**src/rtl/core/mss_pkg.sv**
```systemverilog
// ----------------------------------------------------------------------------
// mss_pkg
// Shared types, constants and glyph lookup for the meter display scan driver.
// ----------------------------------------------------------------------------
package mss_pkg;

	localparam int IN_TDATA_W  = 16;
	localparam int OUT_TDATA_W = 16;
	localparam int NUM_DIGITS  = 3;

	localparam logic [13:0] MAX_READING = 14'd9999;
	localparam logic [13:0] SPLIT_LIMIT = 14'd1000;

	// reciprocal constants for exact divide-by-constant on bounded inputs
	localparam logic [12:0] RECIP10_V  = 13'd6554;  // v/10   = v*6554 >> 16, v < 16384
	localparam logic [7:0]  RECIP10_Q  = 8'd205;    // q/10   = q*205  >> 11, q < 1024
	localparam logic [5:0]  RECIP100_Q = 6'd41;     // q/100  = q*41   >> 12, q < 1024

	localparam logic [4:0] DP_OFFSET = 5'd10;

	typedef enum logic {
		ACT_LOAD = 1'b0,
		ACT_TICK = 1'b1
	} action_t;

	typedef logic [4:0] code_t;

	// digit code to common-cathode pattern, bit7 = decimal point
	function automatic logic [7:0] code_to_pattern(input code_t code);
		logic [7:0] g;
		logic [3:0] d;
		begin
			if (code < 5'd10) begin
				d = code[3:0];
			end else begin
				d = 4'(code - DP_OFFSET);
			end
			case (d)
				4'd0: g = 8'h3f;
				4'd1: g = 8'h06;
				4'd2: g = 8'h5b;
				4'd3: g = 8'h4f;
				4'd4: g = 8'h66;
				4'd5: g = 8'h6d;
				4'd6: g = 8'h7d;
				4'd7: g = 8'h07;
				4'd8: g = 8'h7f;
				4'd9: g = 8'h6f;
				default: g = 8'h00;
			endcase
			if (code >= 5'd20) begin
				code_to_pattern = 8'h00;
			end else if (code >= 5'd10) begin
				code_to_pattern = g | 8'h80;
			end else begin
				code_to_pattern = g;
			end
		end
	endfunction

endpackage

```
**src/rtl/core/meter_seven_segment_scan.sv**
```systemverilog
// ----------------------------------------------------------------------------
// meter_seven_segment_scan
// Three-digit multiplexed seven-segment driver for a meter reading in hundredths.
// ----------------------------------------------------------------------------
// A refresh result passes the input, stage 2 and output registers. Throughput: one
// request per cycle unless stalled; loads and ticks may follow back to back.
// The digit split is two register stages of constant-reciprocal multiplies.
// Reset (arst_n low): stage valids, digit codes and scan index clear to zero.
// Loads produce no output request; every tick produces exactly one.
module meter_seven_segment_scan (
	input  logic                                clk,
	input  logic                                arst_n,
	// input request
	input  logic                                s_axis_tvalid,
	output logic                                s_axis_tready,
	input  logic [mss_pkg::IN_TDATA_W-1:0]      s_axis_tdata,  // [13:0] reading, rest zero
	input  logic                                s_axis_tuser,  // [0] action
	// output request
	output logic                                m_axis_tvalid,
	input  logic                                m_axis_tready,
	output logic [mss_pkg::OUT_TDATA_W-1:0]     m_axis_tdata   // [7:0] segments,
	                                                           // [10:8] commons,
	                                                           // [12:11] digit_shown
);

	// ------------------------------------------------------------------
	// Stage 1: input register
	// ------------------------------------------------------------------
	logic             vld_s1;
	mss_pkg::action_t act_s1;
	logic [13:0]      rd_s1;

	// Stage 2: saturated/rounded value in tens plus units digit
	logic             vld_s2;
	mss_pkg::action_t act_s2;
	logic [9:0]       q_s2;      // reading/10, plus one when rounded up
	logic [3:0]       units_s2;  // reading%10 (used below the split limit)
	logic             big_s2;    // reading >= 1000 -> xx.x

	// Display state
	mss_pkg::code_t   codes_q [mss_pkg::NUM_DIGITS];
	logic [1:0]       scan_q;

	// Output register
	logic             out_vld_q;
	logic [7:0]       seg_q;
	logic [2:0]       com_q;
	logic [1:0]       dig_q;

	// Backpressure: a load in stage 2 never needs the output slot.
	logic rdy_s2, rdy_s1;
	assign rdy_s2        = !out_vld_q || m_axis_tready || (act_s2 == mss_pkg::ACT_LOAD);
	assign rdy_s1        = !vld_s2 || rdy_s2;
	assign s_axis_tready = !vld_s1 || rdy_s1;

	logic in_acc, adv_s1, adv_s2;
	assign in_acc = s_axis_tvalid && s_axis_tready;
	assign adv_s1 = vld_s1 && rdy_s1;
	assign adv_s2 = vld_s2 && rdy_s2;

	// ------------------------------------------------------------------
	// Stage 1 logic: saturate, divide by ten, round
	// ------------------------------------------------------------------
	logic [13:0] sat_v;
	logic [26:0] prod10;
	logic [9:0]  q10;
	logic [13:0] units_w;
	logic [3:0]  units;
	logic        big;
	logic [9:0]  q_adj;

	always_comb begin
		sat_v   = (rd_s1 > mss_pkg::MAX_READING) ? mss_pkg::MAX_READING : rd_s1;
		prod10  = 27'(sat_v) * 27'(mss_pkg::RECIP10_V);
		q10     = prod10[25:16];
		units_w = sat_v - 14'(q10) * 14'd10;
		units   = units_w[3:0];
		big     = (sat_v >= mss_pkg::SPLIT_LIMIT);
		// round up on the units digit, only for the xx.x form
		q_adj   = (big && units > 4'd5) ? 10'(q10 + 10'd1) : q10;
	end

	// ------------------------------------------------------------------
	// Stage 2 logic: split tens value into digits, build codes
	// ------------------------------------------------------------------
	logic [17:0] prod_t;
	logic [15:0] prod_h;
	logic [6:0]  t_w;    // q/10
	logic [3:0]  h_w;    // q/100, at most 10
	logic [9:0]  lo_w;
	logic [6:0]  mid_w;
	logic [3:0]  lo_d, mid_d, hi_d;
	mss_pkg::code_t new_codes [mss_pkg::NUM_DIGITS];

	always_comb begin
		prod_t = 18'(q_s2) * 18'(mss_pkg::RECIP10_Q);
		prod_h = 16'(q_s2) * 16'(mss_pkg::RECIP100_Q);
		t_w    = prod_t[17:11];
		h_w    = prod_h[15:12];
		lo_w   = q_s2 - 10'(t_w) * 10'd10;
		mid_w  = t_w - 7'(h_w) * 7'd10;
		lo_d   = lo_w[3:0];
		mid_d  = mid_w[3:0];
		hi_d   = (h_w == 4'd10) ? 4'd0 : h_w;  // thousands wraps after rounding overflow
		if (big_s2) begin
			new_codes[0] = {1'b0, hi_d};
			new_codes[1] = 5'(mid_d) + mss_pkg::DP_OFFSET;
			new_codes[2] = {1'b0, lo_d};
		end else begin
			new_codes[0] = 5'(t_w[3:0]) + mss_pkg::DP_OFFSET;
			new_codes[1] = {1'b0, lo_d};
			new_codes[2] = {1'b0, units_s2};
		end
	end

	// Tick: drive current scan digit
	logic [1:0]     idx;
	logic [1:0]     idx_nxt;
	mss_pkg::code_t cur_code;
	logic [2:0]     com_w;

	always_comb begin
		idx      = (scan_q == 2'd3) ? 2'd0 : scan_q;
		idx_nxt  = (idx == 2'(mss_pkg::NUM_DIGITS - 1)) ? 2'd0 : 2'(idx + 2'd1);
		cur_code = codes_q[idx];
		com_w    = 3'b111 & ~(3'b001 << idx);
	end

	// ------------------------------------------------------------------
	// Control registers
	// ------------------------------------------------------------------
	always_ff @(posedge clk or negedge arst_n) begin
		if (!arst_n) begin
			vld_s1    <= 1'b0;
			vld_s2    <= 1'b0;
			out_vld_q <= 1'b0;
			scan_q    <= 2'd0;
			for (int i = 0; i < mss_pkg::NUM_DIGITS; i++) begin
				codes_q[i] <= '0;
			end
		end else begin
			if (s_axis_tready) begin
				vld_s1 <= s_axis_tvalid;
			end
			if (rdy_s1) begin
				vld_s2 <= vld_s1;
			end
			if (adv_s2 && act_s2 == mss_pkg::ACT_TICK) begin
				out_vld_q <= 1'b1;
				scan_q    <= idx_nxt;
			end else if (m_axis_tready) begin
				out_vld_q <= 1'b0;
			end
			if (adv_s2 && act_s2 == mss_pkg::ACT_LOAD) begin
				for (int i = 0; i < mss_pkg::NUM_DIGITS; i++) begin
					codes_q[i] <= new_codes[i];
				end
			end
		end
	end

	// ------------------------------------------------------------------
	// Payload registers
	// ------------------------------------------------------------------
	always_ff @(posedge clk) begin
		if (in_acc) begin
			act_s1 <= mss_pkg::action_t'(s_axis_tuser);
			rd_s1  <= s_axis_tdata[13:0];
		end
		if (adv_s1) begin
			act_s2   <= act_s1;
			q_s2     <= q_adj;
			units_s2 <= units;
			big_s2   <= big;
		end
		if (adv_s2 && act_s2 == mss_pkg::ACT_TICK) begin
			seg_q <= mss_pkg::code_to_pattern(cur_code);
			com_q <= com_w;
			dig_q <= idx;
		end
	end

	assign m_axis_tvalid = out_vld_q;
	assign m_axis_tdata  = {3'b000, dig_q, com_q, seg_q};

endmodule

```
**config.mk**
```make
export PLATFORM = sky130hd
export DESIGN_NAME = meter_seven_segment_scan
export DESIGN_NICKNAME = d
export VERILOG_FILES = /design/src/rtl/core/mss_pkg.sv /design/src/rtl/core/meter_seven_segment_scan.sv
export SDC_FILE = /design/constraint.sdc
export NUM_CORES = 1
export LEC_CHECK = 0
export BUFFER_PORTS_ARGS = -buffer_cell sky130_fd_sc_hd__buf_2
export CORE_MARGIN = 3
export CORE_UTILIZATION = 26
export CTS_BUF_LIST = sky130_fd_sc_hd__clkbuf_16
export CTS_CLUSTER_SIZE = 20
export DETAILED_ROUTE_END_ITERATION = 12
export GPL_TIMING_DRIVEN = 1
export SYNTH_ARGS = -nofsm -noshare
export SYNTH_HDL_FRONTEND = slang
export SYNTH_SLANG_ARGS = --single-unit
```
**constraint.sdc**
```tcl
create_clock -name clk -period 6.44 [get_ports clk]
set_clock_uncertainty 0.2 [all_clocks]
set_input_delay 0.322 -clock clk [delete_from_list [all_inputs] [get_ports clk]]
set_output_delay 0.322 -clock clk [all_outputs]
set_load 0.05 [all_outputs]
```
==> out/metrics.cfg <==
[setup_path]
cp-start-kind = flip-flop
timing.critical_path.mode_cell = fa_1
cpPeakStageDelay_ns = 0.55
crit_slowest_cell = fa_1
crit_required_ns = 6.31
crit_type = reg -> reg
path_buf_inv = 4
path_delay_family = adder cells
crit_path_end_kind = flip-flop
cp_max_fo = 8
cp.arrival_ns = 6.56

[global_route]
grt_usage = 0.106
grt_pass1_vias = 6503
antenna_found_initial = 0
grt_max_degree = 24
grt_pass1_wl_mm = 30.6
overflow = 0

[clocking]
htree_num_levels = 3
cts_buffer_depth = 2
cts_tree = yes
cts.clk_slew.worst_paths_ns = 0.06
clock-root-buffer = clkbuf_16
cts.sinks = 63
numCtsBuffers = 9
clkLatencyLatePin_ns = 0.33

[synth]
mappedNetlistArea_sq_um = 8470
synth_top_cells_by_area = ha_1 27%, fa_1 17%, edfxtp_1 16%
seq_area_frac_synth = 0.212
synth_area_leader_cell = ha_1
avgSynthCellArea_sq_um = 9.87
ys_seq_elements = 63
ys.flop_type = edfxtp_1
ys_warn_count = 0
yosysTopAreaCellShare = 0.270
synth-edff-count = 44
ys_async_sr_fraction = 0.302
yosysUniqueCellTypes = 67
synthCells = 858

[floorplanning]
initial_core_util = 0.266
fp.dieH_microns = 186
io_pins = 39
die_w_microns = 186
rows = 65
dieArea_sq_um = 34800
core-area_sq_um = 31800

[finish]
syn_to_final_growth_pct = 25.7
n_antenna_cell = 0
drive_gt1_frac = 0.214
multi_input_area_sq_um = 6260
regArea_sq_um = 1800
fillCellCount = 3210
finalInstanceArea_sq_um = 10600
final_nets = 1273

[timing]
worstMarginPinSlew_ns = 1.16
final-max-slew-violation-count = 0
finalSetupViolCount = 6
relSlewSlack = 0.224
fin_crit_ns = 6.69
grt_setup_unrepaired = true
setup_slack_ns = -0.251
fin_crit_sh = 1.04
max_freq_mhz = 149
hold_viol_final = 0

[run_status]
status = complete, but fails checks
violations = setup timing

[placement]
port_buffers = 33
place_ws_ns = -0.529
globalplace.congestion = 0.849
placed_area_sq_um = 9880
dp_hpwl_mm = 14.9

[detailed_routing]
initialDrtViolationCount = 145
routed_via_density = 4.29
wl_per_cell_microns = 12.3
route.detailed.drc = 0
wirelength_mm = 17.7
ant_nets = 0
firstDrtPassIters = 4
vias = 6170

[hold_path]
hp-class = in -> reg

[run]
max_cap_viol_count = 0

-- timing repair --
action                                  4_1_cts  5_1_grt
pin swaps                                    29        9
hold buffers                                 17        0
resized for setup                            17       20
setup buffers                                15        8
gates cloned                                  0        0
endpoints found under the setup margin       11       11
hold endpoints to repair                     35        0
-- registers in the layout, indices dropped and copies added, names as in the netlist --
signal	count
scan_q	2
vld_s1	1
vld_s2	1
big_s2	1
act_s2	1
act_s1	1
seg_q	8
codes_q	14
m_axis_tvalid	1
com_q	3
dig_q	2
q_s2	10
rd_s1	14
units_s2	4
-- cells in the mapped netlist, types with 10 or more instances --
master,instances
a21oi_1,29
o21ai_0,24
inv_1,202
xnor2_1,34
nor3_1,11
nand3_1,12
a21o_1,10
ha_1,183
edfxtp_1,44
fa_1,71
nor2_1,37
dfrtp_1,19
mux2i_1,14
nand2_1,40
-- layer usage --
| layer | GRT usage | wire length, microns |
|---|---|---|
| met1 | 0.128 | 7920 |
| met2 | 0.192 | 9070 |
| met3 | 0.0193 | 423 |
| met4 | 0.0282 | 334 |
| met5 | 0 | 0 |
-- area by class of cell --
class                           count  share of cell area
Tap cell                          435              0.0511
Clock buffer                        9              0.0212
Timing Repair Buffer              139              0.0957
Sequential cell                    63               0.169
Multi-Input combinational cell    583               0.588
Inverter                          202              0.0719
Clock inverter                      7             0.00317
-- worst register-to-register path, stage by stage (launching register included) --
cell and delay (ns):
edfxtp_1 0.43, nor4_4 0.30, o21ai_2 0.13, nand2_4 0.15, buf_4 0.14, nand2b_4 0.08
ha_1 0.30, inv_2 0.05, fa_1 0.48, fa_1 0.55, inv_1 0.06, fa_1 0.55
fa_1 0.46, ha_4 0.31, a21o_1 0.08, a2bb2oi_1 0.16, o211ai_1 0.11, nor3b_2 0.23
inv_1 0.09, fa_2 0.55, nor2b_4 0.17, o2111ai_4 0.18, nor3_4 0.24, a41oi_1 0.14
and3b_1 0.19, xnor2_1 0.12
-- path summary, 6_finish.rpt --
check,start,endpoint,slack (ns),depth (start not counted)
hold / removal,m_axis_tready,m_axis_tvalid,0.18,3
hold reg to reg,act_s1,act_s2,0.22,0
min in group asynchronous,arst_n,m_axis_tvalid,0.28,2
setup reg to reg,rd_s1[6],q_s2[9],-0.25,25
max in group asynchronous,arst_n,codes_q[12],5.45,2
setup / recovery,rd_s1[6],q_s2[9],-0.25,25
-- through the flow --
stage | hold slack [ns] | util | TNS, ns | std cells
6_report | 0.181 | 0.335 | -0.747 | 1438
3_3_place_gp | 0.0917 | 0.311 | -1.31 | 1385
3_5_place_dp | 0.0959 | 0.311 | -3.37 | 1385
5_1_grt | 0.178 | 0.335 | -3.55 | 1438
4_1_cts | 0.164 | 0.331 | -0.766 | 1433
2_1_floorplan | -0.174 | - | -0.626 | 860
-- cells by family after synthesis --
group	after synthesis	share of synthesized area
and+or+nand+nor	150	0.0898
DFF	63	0.212
adders and majority gates	254	0.438
other	1	0.000443
xor gates and xnor gates	46	0.0523
muxes	17	0.0205
buffers and inverters	214	0.0967
AOI/OAI and AO/OA	113	0.0900
-- layout by cell type, fill, tap and decap left out, types with 5 or more instances in the layout --
cell / instances
xnor2_1: 33
buf_4: 85
a21oi_1: 29
nand3_1: 12
a31oi_1: 5
nand2b_1: 5
nor2b_1: 6
o21ai_0: 24
a21o_1: 10
ha_1: 165
nand2_1: 38
inv_1: 191
ha_4: 14
dfrtp_1: 19
nor3_1: 8
nand4_1: 9
inv_2: 11
mux2i_1: 14
edfxtp_1: 44
dlygate4sd3_1: 17
nor2_1: 33
fa_1: 69
clkbuf_16: 9
xor2_1: 7
buf_2: 33
Power is not shown: default switching activity piles up to over one toggle a cycle in this logic, so the estimate is an artifact.
